[config.mk]
export PLATFORM = sky130hd
export DESIGN_NAME = selective_repeat_receiver
export DESIGN_NICKNAME = d
export VERILOG_FILES = /design/src/design/srr_pkg.sv /design/src/design/srr_slot_mem.sv /design/src/design/srr_out_reg.sv /design/src/design/selective_repeat_receiver.sv
export VERILOG_INCLUDE_DIRS = /design/src /design/src/design
export SDC_FILE = /design/constraint.sdc
export NUM_CORES = 1
export LEC_CHECK = 0
export ABC_CLOCK_PERIOD_IN_PS = 4700
export CAP_MARGIN = 20
export CORE_AREA = 2 2 264 266
export CTS_BUF_LIST = sky130_fd_sc_hd__clkbuf_4
export CTS_CLUSTER_SIZE = 16
export DETAILED_ROUTE_END_ITERATION = 8
export DIE_AREA = 0 0 266 268
export DONT_BUFFER_PORTS = 1
export GPL_ROUTABILITY_DRIVEN = 0
export PLACE_DENSITY = 0.78
export SLEW_MARGIN = 20
export SYNTH_ARGS = -nofsm -noshare
export SYNTH_HDL_FRONTEND = slang
export SYNTH_HIERARCHICAL = 1
export SYNTH_SLANG_ARGS = --single-unit
[constraint.sdc]
create_clock -name i_clk -period 4.7 [get_ports i_clk]
set_clock_uncertainty 0.05 [all_clocks]
set_input_delay 1.41 -clock i_clk [delete_from_list [all_inputs] [get_ports i_clk]]
set_output_delay 1.41 -clock i_clk [all_outputs]
set_load 0.005 [all_outputs]
[src/design/assert_macros.svh]
// Assertion macros shared by the receiver RTL.
`ifndef ASSERT_MACROS_SVH
`define ASSERT_MACROS_SVH

`ifndef SYNTH

`define SRR_ASSERT_IMP(label, clk, rst_n, ante, cons) \
    label: assert property (@(posedge clk) disable iff (!(rst_n)) (ante) |-> (cons)) \
        else $error("%m: implication check failed");

`define SRR_ASSERT_NXT(label, clk, rst_n, ante, cons) \
    label: assert property (@(posedge clk) disable iff (!(rst_n)) (ante) |=> (cons)) \
        else $error("%m: next-cycle check failed");

`else

`define SRR_ASSERT_IMP(label, clk, rst_n, ante, cons)

`define SRR_ASSERT_NXT(label, clk, rst_n, ante, cons)

`endif

`endif

[src/design/srr_pkg.sv]
// Types and constants shared by the selective repeat receiver modules.
`timescale 1ns / 1ps
`default_nettype none

package srr_pkg;

    localparam int unsigned SEQ_BITS = 32;
    localparam int unsigned TAG_BITS = 10;
    localparam int unsigned LEN_BITS = 11;
    localparam int unsigned CFG_BITS = 6;
    localparam logic [CFG_BITS-1:0] WINDOW_RESET = 6'd8;

    typedef enum logic [1:0] {
        PKT_START = 2'd0,
        PKT_END   = 2'd1,
        PKT_DATA  = 2'd2,
        PKT_ACK   = 2'd3
    } t_pkt_type;

    typedef enum logic [1:0] {
        KIND_DELIVER = 2'd0,
        KIND_ACK     = 2'd1,
        KIND_ERROR   = 2'd2
    } t_kind;

    typedef struct packed {
        logic [TAG_BITS-1:0] tag;
        logic [LEN_BITS-1:0] len;
    } t_slot;

    typedef struct packed {
        t_kind               kind;
        logic [SEQ_BITS-1:0] ack_seq;
        logic [TAG_BITS-1:0] tag;
        logic [LEN_BITS-1:0] len;
        logic                last;
    } t_result;

endpackage

`default_nettype wire

[src/design/srr_slot_mem.sv]
// Reorder store holding the payload handle and length of each buffered packet.
`timescale 1ns / 1ps
`default_nettype none

module srr_slot_mem #(
    parameter int unsigned DEPTH = 32,
    localparam int unsigned AW = (DEPTH > 1) ? $clog2(DEPTH) : 1
) (
    input  wire logic           i_clk,
    input  wire logic           i_wr_en,
    input  wire logic [AW-1:0]  i_wr_addr,
    input  wire srr_pkg::t_slot i_wr_data,
    input  wire logic           i_rd_en,
    input  wire logic [AW-1:0]  i_rd_addr,
    output srr_pkg::t_slot      o_rd_data
);
    import srr_pkg::*;

    t_slot r_mem [DEPTH];
    t_slot r_rd_data;

    always_ff @(posedge i_clk) begin
        if (i_wr_en) begin
            r_mem[i_wr_addr] <= i_wr_data;
        end
    end

    always_ff @(posedge i_clk) begin
        if (i_rd_en) begin
            r_rd_data <= r_mem[i_rd_addr];
        end
    end

    assign o_rd_data = r_rd_data;

endmodule

`default_nettype wire

[src/design/srr_out_reg.sv]
// Output register that holds one result until the downstream side takes it.
`timescale 1ns / 1ps
`default_nettype none

module srr_out_reg (
    input  wire logic             i_clk,
    input  wire logic             i_rst_n,
    input  wire logic             i_push,
    input  wire srr_pkg::t_result i_res,
    output logic                  o_ready,
    output logic                  o_valid,
    input  wire logic             i_stall,
    output srr_pkg::t_result      o_res
);
    import srr_pkg::*;

    logic    r_valid;
    t_result r_res;

    assign o_ready = !r_valid || !i_stall;

    always_ff @(posedge i_clk) begin
        if (!i_rst_n) begin
            r_valid <= 1'b0;
        end else if (o_ready) begin
            r_valid <= i_push;
        end
    end

    always_ff @(posedge i_clk) begin
        if (o_ready && i_push) begin
            r_res <= i_res;
        end
    end

    assign o_valid = r_valid;
    assign o_res   = r_res;

endmodule

`default_nettype wire

[src/design/selective_repeat_receiver.sv]
// Top level of the selective repeat receiver with cumulative acknowledgements.
`timescale 1ns / 1ps
`default_nettype none
`include "assert_macros.svh"

// Takes one received packet header per transaction and answers with in-order
// payload deliveries followed by one acknowledgement, one acknowledgement, or
// one protocol error; some headers get no answer. o_last marks the final result
// of each header. Headers are handled one at a time. An in-order DATA packet
// also drains the buffered packets behind it; each drained slot needs a
// registered read of the reorder memory followed by the output push. The window
// register is written through the configuration channel, which is always ready;
// the window in use is its value clamped to 1..WINDOW.
module selective_repeat_receiver #(
    parameter int unsigned WINDOW      = 32,
    parameter int unsigned PAYLOAD_MAX = 1456
) (
    input  wire logic        i_clk,
    input  wire logic        i_rst_n,
    input  wire logic        i_in_valid,
    output logic             o_in_stall,
    input  wire logic [1:0]  i_pkt_type,
    input  wire logic [31:0] i_seq_num,
    input  wire logic        i_crc_ok,
    input  wire logic [9:0]  i_payload_tag,
    input  wire logic [10:0] i_payload_len,
    output logic             o_out_valid,
    input  wire logic        i_out_stall,
    output logic [1:0]       o_kind,
    output logic [31:0]      o_ack_seq,
    output logic [9:0]       o_payload_tag_res,
    output logic [10:0]      o_payload_len_res,
    output logic             o_last,
    input  wire logic        i_cfg_valid,
    output logic             o_cfg_ready,
    input  wire logic [5:0]  i_cfg_data
);
    import srr_pkg::*;

    localparam int unsigned IDX_W = (WINDOW > 1) ? $clog2(WINDOW) : 1;
    localparam int unsigned SUM_W = $clog2(3 * WINDOW);
    localparam int unsigned WIN_W = $clog2(WINDOW + 1);
    localparam longint unsigned SEQ_SPAN = 64'd1 << SEQ_BITS;
    localparam int unsigned WRAP_ADJ =
        32'((64'(WINDOW) - (SEQ_SPAN % 64'(WINDOW))) % 64'(WINDOW));

    typedef enum logic [5:0] {
        S_IDLE = 6'b000001,
        S_EVAL = 6'b000010,
        S_EMIT = 6'b000100,
        S_RD   = 6'b001000,
        S_RDW  = 6'b010000,
        S_ACK  = 6'b100000
    } t_state;

    t_state                r_state, n_state;
    t_state                r_after, n_after;
    logic                  r_open, n_open;
    logic [SEQ_BITS-1:0]   r_exp, n_exp;
    logic [IDX_W-1:0]      r_idx, n_idx;
    logic [WINDOW-1:0]     r_valid, n_valid;
    logic [CFG_BITS-1:0]   r_window_size;
    t_result               r_pend, n_pend;

    logic [1:0]            r_type;
    logic [SEQ_BITS-1:0]   r_seq;
    logic                  r_crc;
    logic [TAG_BITS-1:0]   r_tag;
    logic [LEN_BITS-1:0]   r_len;

    logic                  in_accept;
    logic [LEN_BITS-1:0]   sat_len;
    logic [WIN_W-1:0]      eff_win;
    logic [SEQ_BITS:0]     diff;
    logic [SEQ_BITS-1:0]   off;
    logic                  wrapped;
    logic                  stale;
    logic                  in_win;
    logic [SUM_W-1:0]      sum;
    logic [IDX_W-1:0]      slot_buf;
    logic [IDX_W-1:0]      idx_inc;
    logic                  more;

    logic                  mem_wr_en;
    logic                  mem_rd_en;
    t_slot                 mem_wr_data;
    t_slot                 mem_rd_data;

    logic                  out_push;
    logic                  out_ready;
    t_result               out_res;

    assign in_accept   = i_in_valid && !o_in_stall;
    assign o_in_stall  = (r_state != S_IDLE);
    assign o_cfg_ready = 1'b1;

    assign sat_len = (32'(i_payload_len) > PAYLOAD_MAX) ? LEN_BITS'(PAYLOAD_MAX)
                                                         : i_payload_len;

    always_comb begin
        if (r_window_size == '0) begin
            eff_win = WIN_W'(1);
        end else if (32'(r_window_size) > WINDOW) begin
            eff_win = WIN_W'(WINDOW);
        end else begin
            eff_win = WIN_W'(r_window_size);
        end
    end

    assign diff    = {1'b0, r_seq} - {1'b0, r_exp};
    assign off     = diff[SEQ_BITS-1:0];
    assign wrapped = diff[SEQ_BITS];
    assign stale   = off[SEQ_BITS-1];
    assign in_win  = off < 32'(eff_win);

    // A sequence number that wrapped past zero moves its slot by the part of 2^32
    // that is not a whole multiple of the window.
    assign sum     = SUM_W'(r_idx) + off[SUM_W-1:0]
                   + (wrapped ? SUM_W'(WRAP_ADJ) : SUM_W'(0));

    always_comb begin
        if (32'(sum) >= 2 * WINDOW) begin
            slot_buf = IDX_W'(sum - SUM_W'(2 * WINDOW));
        end else if (32'(sum) >= WINDOW) begin
            slot_buf = IDX_W'(sum - SUM_W'(WINDOW));
        end else begin
            slot_buf = IDX_W'(sum);
        end
    end

    always_comb begin
        if (r_exp == '1) begin
            idx_inc = '0;
        end else if (r_idx == IDX_W'(WINDOW - 1)) begin
            idx_inc = '0;
        end else begin
            idx_inc = r_idx + IDX_W'(1);
        end
    end

    assign more = r_valid[idx_inc] && (idx_inc != r_idx);

    assign mem_wr_data.tag = r_tag;
    assign mem_wr_data.len = r_len;

    always_comb begin
        n_state   = r_state;
        n_after   = r_after;
        n_open    = r_open;
        n_exp     = r_exp;
        n_idx     = r_idx;
        n_valid   = r_valid;
        n_pend    = r_pend;
        mem_wr_en = 1'b0;
        mem_rd_en = 1'b0;
        out_push  = 1'b0;
        unique case (r_state)
            S_IDLE: begin
                if (in_accept) begin
                    n_state = S_EVAL;
                end
            end
            S_EVAL: begin
                n_state        = S_IDLE;
                n_after        = S_IDLE;
                n_pend.kind    = KIND_ACK;
                n_pend.ack_seq = '0;
                n_pend.tag     = '0;
                n_pend.len     = '0;
                n_pend.last    = 1'b1;
                if (!r_open) begin
                    if (r_type == PKT_START) begin
                        n_open         = 1'b1;
                        n_exp          = '0;
                        n_idx          = '0;
                        n_valid        = '0;
                        n_pend.ack_seq = r_seq;
                        n_state        = S_EMIT;
                    end
                end else begin
                    case (r_type)
                        PKT_END: begin
                            n_open  = 1'b0;
                            n_state = S_EMIT;
                        end
                        PKT_ACK: begin
                            n_open      = 1'b0;
                            n_pend.kind = KIND_ERROR;
                            n_state     = S_EMIT;
                        end
                        PKT_DATA: begin
                            if (r_crc) begin
                                if (stale) begin
                                    n_pend.ack_seq = r_exp;
                                    n_state        = S_EMIT;
                                end else if (in_win) begin
                                    if (off == '0) begin
                                        n_valid[r_idx] = 1'b0;
                                        n_pend.kind    = KIND_DELIVER;
                                        n_pend.tag     = r_tag;
                                        n_pend.len     = r_len;
                                        n_pend.last    = 1'b0;
                                        n_exp          = r_exp + 32'd1;
                                        n_idx          = idx_inc;
                                        n_after        = more ? S_RD : S_ACK;
                                    end else begin
                                        mem_wr_en         = 1'b1;
                                        n_valid[slot_buf] = 1'b1;
                                        n_pend.ack_seq    = r_exp;
                                    end
                                    n_state = S_EMIT;
                                end
                            end
                        end
                        default: begin
                            n_state = S_IDLE;
                        end
                    endcase
                end
            end
            S_EMIT: begin
                if (out_ready) begin
                    out_push = 1'b1;
                    n_state  = r_after;
                end
            end
            S_RD: begin
                mem_rd_en = 1'b1;
                n_state   = S_RDW;
            end
            S_RDW: begin
                n_valid[r_idx] = 1'b0;
                n_pend.kind    = KIND_DELIVER;
                n_pend.ack_seq = '0;
                n_pend.tag     = mem_rd_data.tag;
                n_pend.len     = mem_rd_data.len;
                n_pend.last    = 1'b0;
                n_exp          = r_exp + 32'd1;
                n_idx          = idx_inc;
                n_after        = more ? S_RD : S_ACK;
                n_state        = S_EMIT;
            end
            S_ACK: begin
                n_pend.kind    = KIND_ACK;
                n_pend.ack_seq = r_exp;
                n_pend.tag     = '0;
                n_pend.len     = '0;
                n_pend.last    = 1'b1;
                n_after        = S_IDLE;
                n_state        = S_EMIT;
            end
            default: begin
                n_state = S_IDLE;
            end
        endcase
    end

    always_ff @(posedge i_clk) begin
        if (!i_rst_n) begin
            r_state       <= S_IDLE;
            r_after       <= S_IDLE;
            r_open        <= 1'b0;
            r_exp         <= '0;
            r_idx         <= '0;
            r_valid       <= '0;
            r_window_size <= WINDOW_RESET;
        end else begin
            r_state <= n_state;
            r_after <= n_after;
            r_open  <= n_open;
            r_exp   <= n_exp;
            r_idx   <= n_idx;
            r_valid <= n_valid;
            if (i_cfg_valid && o_cfg_ready) begin
                r_window_size <= i_cfg_data;
            end
        end
    end

    always_ff @(posedge i_clk) begin
        r_pend <= n_pend;
        if (in_accept) begin
            r_type <= i_pkt_type;
            r_seq  <= i_seq_num;
            r_crc  <= i_crc_ok;
            r_tag  <= i_payload_tag;
            r_len  <= sat_len;
        end
    end

    srr_slot_mem #(
        .DEPTH(WINDOW)
    ) u_slot_mem (
        .i_clk     (i_clk),
        .i_wr_en   (mem_wr_en),
        .i_wr_addr (slot_buf),
        .i_wr_data (mem_wr_data),
        .i_rd_en   (mem_rd_en),
        .i_rd_addr (r_idx),
        .o_rd_data (mem_rd_data)
    );

    srr_out_reg u_out_reg (
        .i_clk   (i_clk),
        .i_rst_n (i_rst_n),
        .i_push  (out_push),
        .i_res   (r_pend),
        .o_ready (out_ready),
        .o_valid (o_out_valid),
        .i_stall (i_out_stall),
        .o_res   (out_res)
    );

    assign o_kind            = out_res.kind;
    assign o_ack_seq         = out_res.ack_seq;
    assign o_payload_tag_res = out_res.tag;
    assign o_payload_len_res = out_res.len;
    assign o_last            = out_res.last;

    `SRR_ASSERT_NXT(a_accept_to_eval, i_clk, i_rst_n, in_accept, r_state == S_EVAL)
    `SRR_ASSERT_IMP(a_drain_slot_valid, i_clk, i_rst_n, r_state == S_RDW, r_valid[r_idx])
    `SRR_ASSERT_NXT(a_start_clears, i_clk, i_rst_n, (r_state == S_EVAL) && !r_open && (r_type == PKT_START), r_open && (r_valid == '0) && (r_exp == '0))

endmodule

`default_nettype wire

==> flow_summary_export.csv <==
group,metric,value,unit
critical_path,crit_path_start_kind,"register",
critical_path,rr_startpoint,"r_seq[0]",
yosys,synth_nets,2932,
min_path,worstHoldStart,"i_rst_n",
critical_path,cp.arrival,5330,ps
die,die_w,266,µm
die,die_h,268,µm
grt,antenna_found_initial,8,
yosys,synth_compound_area_share,10.1,%
grt,grt_pass1_vias,26685,
detailed_routing,drt-met1-wl,39900,µm
yosys,synth-seq-cells,947,
die,io_pins,126,
pwr,p_per_area,364,nW/µm²
pwr,leakage,14.7,nW
cts,cts.sinks,947,
die,core,68200,µm²
yosys,yosysTopAreaCell,"edfxtp_1",
timing,report.final.hold_viol_count,0,
min_path,worst_hold_path_type,"primary input to register",
yosys,netlist.area_leader.share,63.7,%
timing,max_slew.worst_pin.slew,1170,ps
timing,timing.hold.ws,344,ps
timing,finalMaxSlewViolations,0,
detailed_routing,wl_met2,50300,µm
detailed_routing,wire_per_inst,25.2,µm
timing,slew_headroom,21.7,%
detailed_routing,routed.top_layer,"met4",
critical_path,worstPathRequired,5440,ps
yosys,async_reset_ff_share,0,%
yosys,synth_mux_area_share,8.79,%
critical_path,crit_path_end_kind,"register",
critical_path,crit_type,"register to register",
yosys,ys_top_cells_by_area,"edfxtp_1, mux2i_1, dfxtp_1, a22o_1, a21oi_1",
timing,finalSetupViolCount,0,
cts,numCtsBuffers,224,
detailed_routing,drc,0,
cts,cts_hold_buf,0,
grt,grt_max_degree,145,
yosys,yosysUniqueCellTypes,96,
detailed_routing,dr_wl_met3,9960,µm
critical_path,critPathLaunch,"r_seq[0]",
grt,grt_pass1_wl,155000,µm
yosys,synth-simple-area-share,8.33,%
yosys,synth_fa_ha_area_share,1.52,%
die,start_util,59.5,%
detailed_routing,antenna_left,0,
die,row_count,96,
cts,cts_tree,"yes",
yosys,syn-cell-area,40600,µm²
place,portBuffers,0,
layout,drive_above_1_share,20.1,%
yosys,ys_seq_area_share,67.9,%
place,dp_hpwl,64500,µm
yosys,syn_inst,2817,
yosys,synth_xor_area_share,0.453,%
detailed_routing,drtIter0Drc,3465,
grt,grt-ovfl-total,0,
yosys,synth-main-ff-cell,"edfxtp_1",
detailed_routing,first_pass_iters,8,
layout,nets,3174,
yosys,synth_top_family_by_area,"compound AO/OA/AOI/OAI gates",
grt,grtUsageTotal,28.9,%
timing,min_period,4590,ps
cts,clk_path_buf_depth,3,
timing,finalCritPeriodShare,97.6,%
flow_run,max-cap-violations,0,
yosys,syn_avg_cell_area,14.4,µm²
detailed_routing,routed_wl,104000,µm
pwr,power,16.7,mW
critical_path,cp_max_fo,10,
detailed_routing,vias,26944,
yosys,synth_edf_count,861,
layout,areaGrowthSynthToFinish,13.1,%
layout,layout_commonest_cell,"edfxtp_1",
timing,fmax,218,MHz
cts,path_clk_slew,80,ps
pwr,ir_drop,259,µV
cts,htreeDepth,4,
yosys,ys_warn_count,6,
layout,final_cell_mix,"edfxtp_1, mux2i_1, clkbuf_4",
cts,cts_root_buf,"clkbuf_4",
detailed_routing,via_per_inst,6.54,
die,die-area,71300,µm²
status,status,"complete, no violations",
cts,clock_latency,1100,ps
-- stage by stage --
| step | TNS (ps) | worst slack, ps | instances | cell area, µm² | util [%] |
|---|---|---|---|---|---|
| floorplan | -67870 | -142 | 2817 | 40700 | - |
| global placement | 0 | 2.36 | 3702 | 42600 | 62.5 |
| finish | 0 | 112 | 4119 | 45900 | 67.3 |
| global route | -4.75 | -4.75 | 4117 | 45900 | 67.3 |
| CTS | 0 | 10.9 | 4101 | 45700 | 67.0 |
| detailed placement | -24270 | -163 | 3703 | 42600 | 62.5 |
-- critical path, stage by stage, from the launching register on --
cell and delay, ps:
edfxtp_1 390, inv_1 70, ha_2 200, fa_2 220
nand2b_4 140, a21oi_4 60, buf_4 150, o2111ai_4 220
a31oi_2 130, buf_4 160, buf_4 130, nor3_1 150
o221ai_1 150, nor4b_2 290, nand4_1 160, or2_4 270
nor3_2 150, buf_4 150, or3b_4 390, buf_12 180
nor2_4 130, buf_4 160, buf_16 140
-- layout make-up --
class / instances / area, µm²
fillers: 4582 / 22300
clock inverters: 66 / 404
well taps: 882 / 1100
multi-input cells: 1650 / 12300
flip-flops and latches: 947 / 27600
inverters: 65 / 244
diodes: 12 / 30.0
repair buffers: 171 / 1830
clock buffers: 326 / 2450
-- sequential cells by signal (all words and copies together), names as in the netlist, 2 cells and up --
name,cells
r_len,11
r_pend,56
r_window_size,6
u_slot_mem/r_mem,672
r_state,6
r_tag,10
u_out_reg/o_res,56
r_type,2
r_idx,5
u_slot_mem/o_rd_data,21
r_seq,32
r_after,3
r_valid,32
r_exp,32
-- power by group --
| part | switching (mW) | internal [mW] |
|---|---|---|
| registers | 0.0380 | 9.28 |
| clock network | 3.21 | 3.32 |
| logic | 0.614 | 0.262 |
-- worst paths after layout --
kind	end	slack, ps	depth (start not counted)
worst max-delay path	u_slot_mem/r_mem[8][15]	110	22
worst min-delay path	r_window_size[3]	340	1
worst max register to register	u_slot_mem/r_mem[8][15]	110	22
worst min register to register	u_out_reg/o_res[55]	350	0
-- metal layers --
layer  track usage, %  vias up
met3             6.94      266
met1             36.9    13274
met5                0        -
met2             47.0     1637
li1                 -    11767
met4             13.9        0
-- cell families (layout without fill, tap and decap cells) --
kind of cell | count (synthesis) | count (layout)
AOI/OAI and AO/OA | 580 | 580
other | 1 | 13
and+or+nand+nor | 645 | 645
muxes | 355 | 355
DFF | 947 | 947
adders and majority gates | 48 | 48
xor gates and xnor gates | 21 | 21
buffers and inverters | 220 | 628
-- what timing repair did --
action,in CTS,in global routing
gates resized for setup,22,34
cloned,2,0
setup endpoints to repair,189,615
setup buffers,4,5
pin swaps,5,14
-- Yosys cell counts (5+ instances only) --
master,instances
buf_1,5
xor2_1,11
o21ai_0,40
and3_1,20
and4_1,10
a32oi_1,7
or3b_2,5
a41oi_1,5
or2_2,5
and2_1,13
nor2_1,100
nand4_1,47
buf_6,24
a22oi_1,86
buf_4,16
o311ai_0,7
nor4_1,25
nand3b_1,9
a211oi_1,14
clkbuf_1,80
nor4b_1,5
a22o_1,98
o21a_1,18
inv_1,65
a31oi_1,29
a21o_1,12
ha_1,46
a31o_2,8
nor3_1,58
nand3_1,102
dfxtp_1,86
o211ai_1,25
xnor2_1,10
o22ai_1,10
buf_2,24
o31ai_1,28
o21ai_1,10
nand2b_1,11
or3_1,12
edfxtp_1,861
nor2b_1,13
nand2_1,156
a21oi_1,137
mux2i_1,351
or4_1,30
No activity file was read; power rests on OpenSTA's default activity.
